### src/hdl/c2p3_pkg.sv
// Shared types, constants and arctangent table for the cartesian to polar 3-D unit.
package c2p3_pkg;

  localparam int CORDIC_STAGES = 32;   // micro-rotations per pass, 8..40
  localparam int TABLE_LEN     = 40;
  localparam int SHIFT_W       = 6;    // holds shift amounts 0..TABLE_LEN-1
  localparam int GUARD_BITS    = 16;
  localparam int DATA_W        = 52;   // datapath width, covers 2^47 inputs times CORDIC gain
  localparam int ANGLE_W       = 32;
  localparam int COORD_W       = 32;
  localparam int GAIN_SPLIT    = 24;   // low slice width of the gain multiply

  localparam logic [31:0]        GAIN_INV  = 32'h9B74EDA8;
  localparam logic [ANGLE_W-1:0] ANGLE_PI  = 32'h80000000;
  localparam logic signed [ANGLE_W-1:0] LAT_LIMIT = 32'sd1073741824;

  // atan(2^-i) in units of pi/2^31
  localparam logic [ANGLE_W-1:0] ATAN_TAB [TABLE_LEN] = '{
    32'd536870912, 32'd316933406, 32'd167458907, 32'd85004756, 32'd42667331,
    32'd21354465,  32'd10679838,  32'd5340245,   32'd2670163,  32'd1335087,
    32'd667544,    32'd333772,    32'd166886,    32'd83443,    32'd41722,
    32'd20861,     32'd10430,     32'd5215,      32'd2608,     32'd1304,
    32'd652,       32'd326,       32'd163,       32'd81,       32'd41,
    32'd20,        32'd10,        32'd5,         32'd3,        32'd1,
    32'd1,         32'd0,         32'd0,         32'd0,        32'd0,
    32'd0,         32'd0,         32'd0,         32'd0,        32'd0
  };

  typedef struct packed {
    logic signed [COORD_W-1:0] x_coord;
    logic signed [COORD_W-1:0] y_coord;
    logic signed [COORD_W-1:0] z_coord;
  } point_t;

  typedef struct packed {
    logic signed [ANGLE_W-1:0] lon_angle;
    logic signed [ANGLE_W-1:0] lat_angle;
    logic        [31:0]        radius;
  } result_t;

  // data that rides along the rotation chain untouched
  typedef struct packed {
    logic                      origin;
    logic signed [COORD_W-1:0] z;
    logic [ANGLE_W-1:0]        lon;
  } side_t;

  typedef struct packed {
    logic signed [DATA_W-1:0] x;
    logic signed [DATA_W-1:0] y;
    logic [ANGLE_W-1:0]       angle;
    side_t                    side;
  } cordic_t;

endpackage

### src/hdl/c2p3_gain_comp.sv
// Two-stage CORDIC gain compensation: x becomes floor(x * GAIN_INV / 2^32).
module c2p3_gain_comp (
  input  logic              clk,
  input  logic              rst,
  input  logic              en,
  input  logic              src_valid,
  input  c2p3_pkg::cordic_t src,
  output logic              dst_valid,
  output c2p3_pkg::cordic_t dst
);
  import c2p3_pkg::*;

  localparam int HI_W   = DATA_W - GAIN_SPLIT;
  localparam int A_W    = HI_W + 32;
  localparam int B_W    = GAIN_SPLIT + 32;
  localparam int REST_W = B_W + 1;

  logic [HI_W-1:0]       hi;
  logic [GAIN_SPLIT-1:0] lo;
  logic [A_W-1:0]        a_next, a;
  logic [B_W-1:0]        b_next, b;
  logic [REST_W-1:0]     rest;
  logic                  mid_valid;
  cordic_t               mid, dst_next;

  // x is never negative here
  assign hi     = src.x[DATA_W-1:GAIN_SPLIT];
  assign lo     = src.x[GAIN_SPLIT-1:0];
  assign a_next = A_W'(hi) * A_W'(GAIN_INV);
  assign b_next = B_W'(lo) * B_W'(GAIN_INV);

  assign rest = REST_W'({a[7:0], {GAIN_SPLIT{1'b0}}}) + REST_W'(b);

  always_comb begin
    dst_next   = mid;
    dst_next.x = $signed(DATA_W'(a[A_W-1:8]) + DATA_W'(rest[REST_W-1:32]));
  end

  always_ff @(posedge clk) begin
    if (rst) begin
      mid_valid <= 1'b0;
      dst_valid <= 1'b0;
    end else if (en) begin
      mid_valid <= src_valid;
      dst_valid <= mid_valid;
    end
  end

  always_ff @(posedge clk) begin
    if (en) begin
      a   <= a_next;
      b   <= b_next;
      mid <= src;
      dst <= dst_next;
    end
  end

endmodule

### config.mk
export PLATFORM = sky130hd
export DESIGN_NAME = c2p3_gain_comp
export DESIGN_NICKNAME = d
export VERILOG_FILES = /design/src/hdl/c2p3_pkg.sv /design/src/hdl/c2p3_gain_comp.sv
export SDC_FILE = /design/constraint.sdc
export NUM_CORES = 2
export LEC_CHECK = 0
export BUFFER_PORTS_ARGS = -buffer_cell sky130_fd_sc_hd__buf_4
export CAP_MARGIN = 10
export CORE_UTILIZATION = 66
export DETAILED_ROUTE_END_ITERATION = 8
export PLACE_DENSITY = 0.9
export SLEW_MARGIN = 10
export SYNTH_ARGS = -nofsm -noshare
export SYNTH_HDL_FRONTEND = slang
export SYNTH_SLANG_ARGS = --single-unit
### constraint.sdc
create_clock -name clk -period 21.4 [get_ports clk]
set_input_delay 4.28 -clock clk [delete_from_list [all_inputs] [get_ports clk]]
set_output_delay 4.28 -clock clk [all_outputs]
set_load 0.02 [all_outputs]
==> impl_metrics.env <==
export IMPL_worstPathRequired_ns=21.78
export IMPL_portBuffers=406
export IMPL_wl_met2_um=55400
export IMPL_wl_met3_um=9570
export IMPL_grt_pass1_vias=28800
export IMPL_grt_usage=0.373
export IMPL_hpwl_um=96400
export IMPL_drive_gt1_frac=0.132
export IMPL_tightest_slew_ns=1.13
export IMPL_synth_cell_types=70
export IMPL_path_clk_slew_ns=0.06
export IMPL_grt_antenna_before_repair=15
export IMPL_syn_avg_cell_area_sq_um=12.2
export IMPL_postCtsHoldBufs=0
export IMPL_syn_instance_count=3425
export IMPL_drt_iter0_drc=2549
export IMPL_seq_area_frac_synth=0.314
export IMPL_hold_viol=0
export IMPL_start_util=0.673
export IMPL_cts_htree_levels=2
export IMPL_fmax_ghz=0.0930
export IMPL_crit_fanout=8
export IMPL_critPathLaunchType="input pin"
export IMPL_drc=0
export IMPL_fin_crit_sh=0.502
export IMPL_synth_edf_count=436
export IMPL_relSlewSlack=0.248
export IMPL_gp_congestion=1.05
export IMPL_rsz0062_at_grt="false"
export IMPL_layout_nets=5258
export IMPL_synthArstFlopShare=0
export IMPL_end_kind="register"
export IMPL_worst_setup_path_type="input pin to register"
export IMPL_die_area_sq_um=64400
export IMPL_hp_class="register to register"
export IMPL_first_pass_iters=6
export IMPL_outcome="completed"
export IMPL_cts_buffer_depth=3
export IMPL_fp_dieW_um=254
export IMPL_vias=27100
export IMPL_slew_violations=0
export IMPL_setup_viol=0
export IMPL_fin_crit_ns=10.75
export IMPL_finalWirelength_um=117000
export IMPL_maxCapViolations=0
export IMPL_regArea_sq_um=13100
export IMPL_fillers=3920
export IMPL_wl_met1_um=44800
export IMPL_ctsResizeCount=0
export IMPL_ys_flop_type="edfxtp_1"
export IMPL_cts_sinks=438
export IMPL_netlist_area_sq_um=41800
export IMPL_grt_pass1_wl_um=174000
export IMPL_wl_per_cell_um=24.5
export IMPL_synth_nets=4816
export IMPL_cts_setup_buffers=0
export IMPL_vias_per_cell=5.69
export IMPL_ys_warn_count=0
export IMPL_ys_seq_elements=438
export IMPL_top_layer="met4"
export IMPL_clockRootBuffer="clkbuf_16"
export IMPL_ios=407
export IMPL_worstPathArrival_ns=11.13
export IMPL_grt_overflow=0
export IMPL_multi_input_area_sq_um=24900
export IMPL_numCtsBuffers=46
export IMPL_syn2layout_area_growth_pct=13.5
export IMPL_clkLatencyLatePin_ns=0.63
export IMPL_drt_antenna_violating_nets=0
export IMPL_rows=91
export IMPL_skew_ns=0.0544
export IMPL_grt_max_degree=120
export IMPL_cts_tree="done"
export IMPL_core_area_sq_um=62200
export IMPL_final_setup_tns_ns=0
export IMPL_die_height_um=254
## per-layer routing
metal,vias to the layer above,global-route usage
li1,11900,-
met1,13600,0.484
met2,1366,0.604
met3,290,0.0682
met4,0,0.193
met5,-,0
## logic make-up (layout without fill, tap and decap cells)
kind of cell | count (synthesis) | count (layout) | share of synthesized area
mux | 2 | 2 | 0.000479
simple gates | 288 | 288 | 0.0357
xor+xnor | 162 | 162 | 0.0339
flops | 438 | 438 | 0.314
compound gates | 343 | 343 | 0.0547
buf+inv | 1006 | 1484 | 0.0905
other cells | 0 | 20 | 0
fa+ha+maj | 1186 | 1186 | 0.471
## worst max-delay path, stage by stage
cell      delay, ns
buf_4          0.17
ha_1           0.41
inv_1          0.12
fa_1           0.54
fa_1           0.51
inv_1          0.08
fa_1           0.55
fa_1           0.53
fa_1           0.55
inv_1          0.06
fa_1           0.56
inv_1          0.05
ha_1           0.33
and3_1         0.20
nand2_1        0.09
or4_1          0.47
a211oi_1       0.43
o31a_1         0.28
o41ai_2        0.12
o21ai_0        0.35
a21o_1         0.22
a21oi_1        0.09
xnor2_1        0.13
## path summary, 6_finish.rpt
kind / start / endpoint / slack [ns] / cells past startpoint
max reg2reg: b[28]$_DFFE_PP_ / dst[179]$_DFFE_PP_ / 15.76 / 20
max: src[165] / b[52]$_DFFE_PP_ / 10.65 / 23
min reg2reg: dst_next[94]$_DFFE_PP_ / dst[94]$_DFFE_PP_ / 0.39 / 0
min: dst_next[94]$_DFFE_PP_ / dst[94]$_DFFE_PP_ / 0.39 / 0
## flip-flops by register name (all words and copies together) (netlist names)
| signal | flops |
|---|---|
| dst_valid | 1 |
| dst | 201 |
| b | 29 |
| a | 57 |
| mid_valid | 1 |
| dst_next | 149 |
## synthesized netlist by cell type (all sizes together), types with 2 or more instances
cell,n,share of area
and4,7,0.0015
a2111oi,3,0.0012
clkbuf,10,0.00090
and3,26,0.0039
nor2b,13,0.0019
and2,10,0.0015
or2,13,0.0019
a311o,3,0.00096
edfxtp,436,0.31
o21bai,14,0.0025
nand2,70,0.0063
xnor2,110,0.023
a21oi,115,0.014
xor2,52,0.011
nand3b,2,0.00036
o31ai,6,0.0013
a31oi,13,0.0023
mux2i,2,0.00048
a21o,70,0.013
o31a,3,0.00063
o21ai,58,0.0070
or3,4,0.00072
fa,645,0.31
a211o,4,0.00084
inv,989,0.089
a221oi,5,0.0010
buf,7,0.00087
ha,541,0.16
o41ai,2,0.00060
o21a,8,0.0014
nand2b,18,0.0027
a31o,2,0.00042
a211oi,13,0.0023
a41oi,3,0.00063
nand4,29,0.0043
o211ai,5,0.0010
nand3,37,0.0044
nor3,9,0.0011
nor2,44,0.0039
o22a,2,0.00045
dfxtp,2,0.00096
a311oi,8,0.0020
## cell type report
type                            instances  area share
Multi-Input combinational cell       1981       0.524
Sequential cell                       438       0.277
Inverter                              989      0.0782
Timing Repair Buffer                  411      0.0651
Clock buffer                           52      0.0247
Tap cell                              837      0.0221
Clock inverter                         32     0.00790
Antenna cell                           20     0.00105
## stage by stage
stage               instance area, sq um  setup WS [ns]  hold WS, ns  instances   util
CTS                                47400          10.71        0.385       4740  0.763
finish                             47500          10.65        0.386       4760  0.764
global route                       47500          10.30        0.380       4755  0.764
global placement                   45900          10.13        0.400       4656  0.738
detailed placement                 45900          10.05        0.405       4656  0.738
floorplan                          41800          10.87        0.400       3425      -
## layout by cell type, fill, tap and decap left out, types with 25 or more instances in the layout
cell,instances
inv_1,989
fa_1,645
ha_1,541
edfxtp_1,436
buf_4,410
a21oi_1,115
xnor2_1,110
nand2_1,70
a21o_1,68
o21ai_0,56
xor2_1,52
clkbuf_16,46
nor2_1,44
nand3_1,37
nand4_1,29
and3_1,25
Power is not shown: default switching activity piles up to over one toggle a cycle in this logic, so the estimate is an artifact.
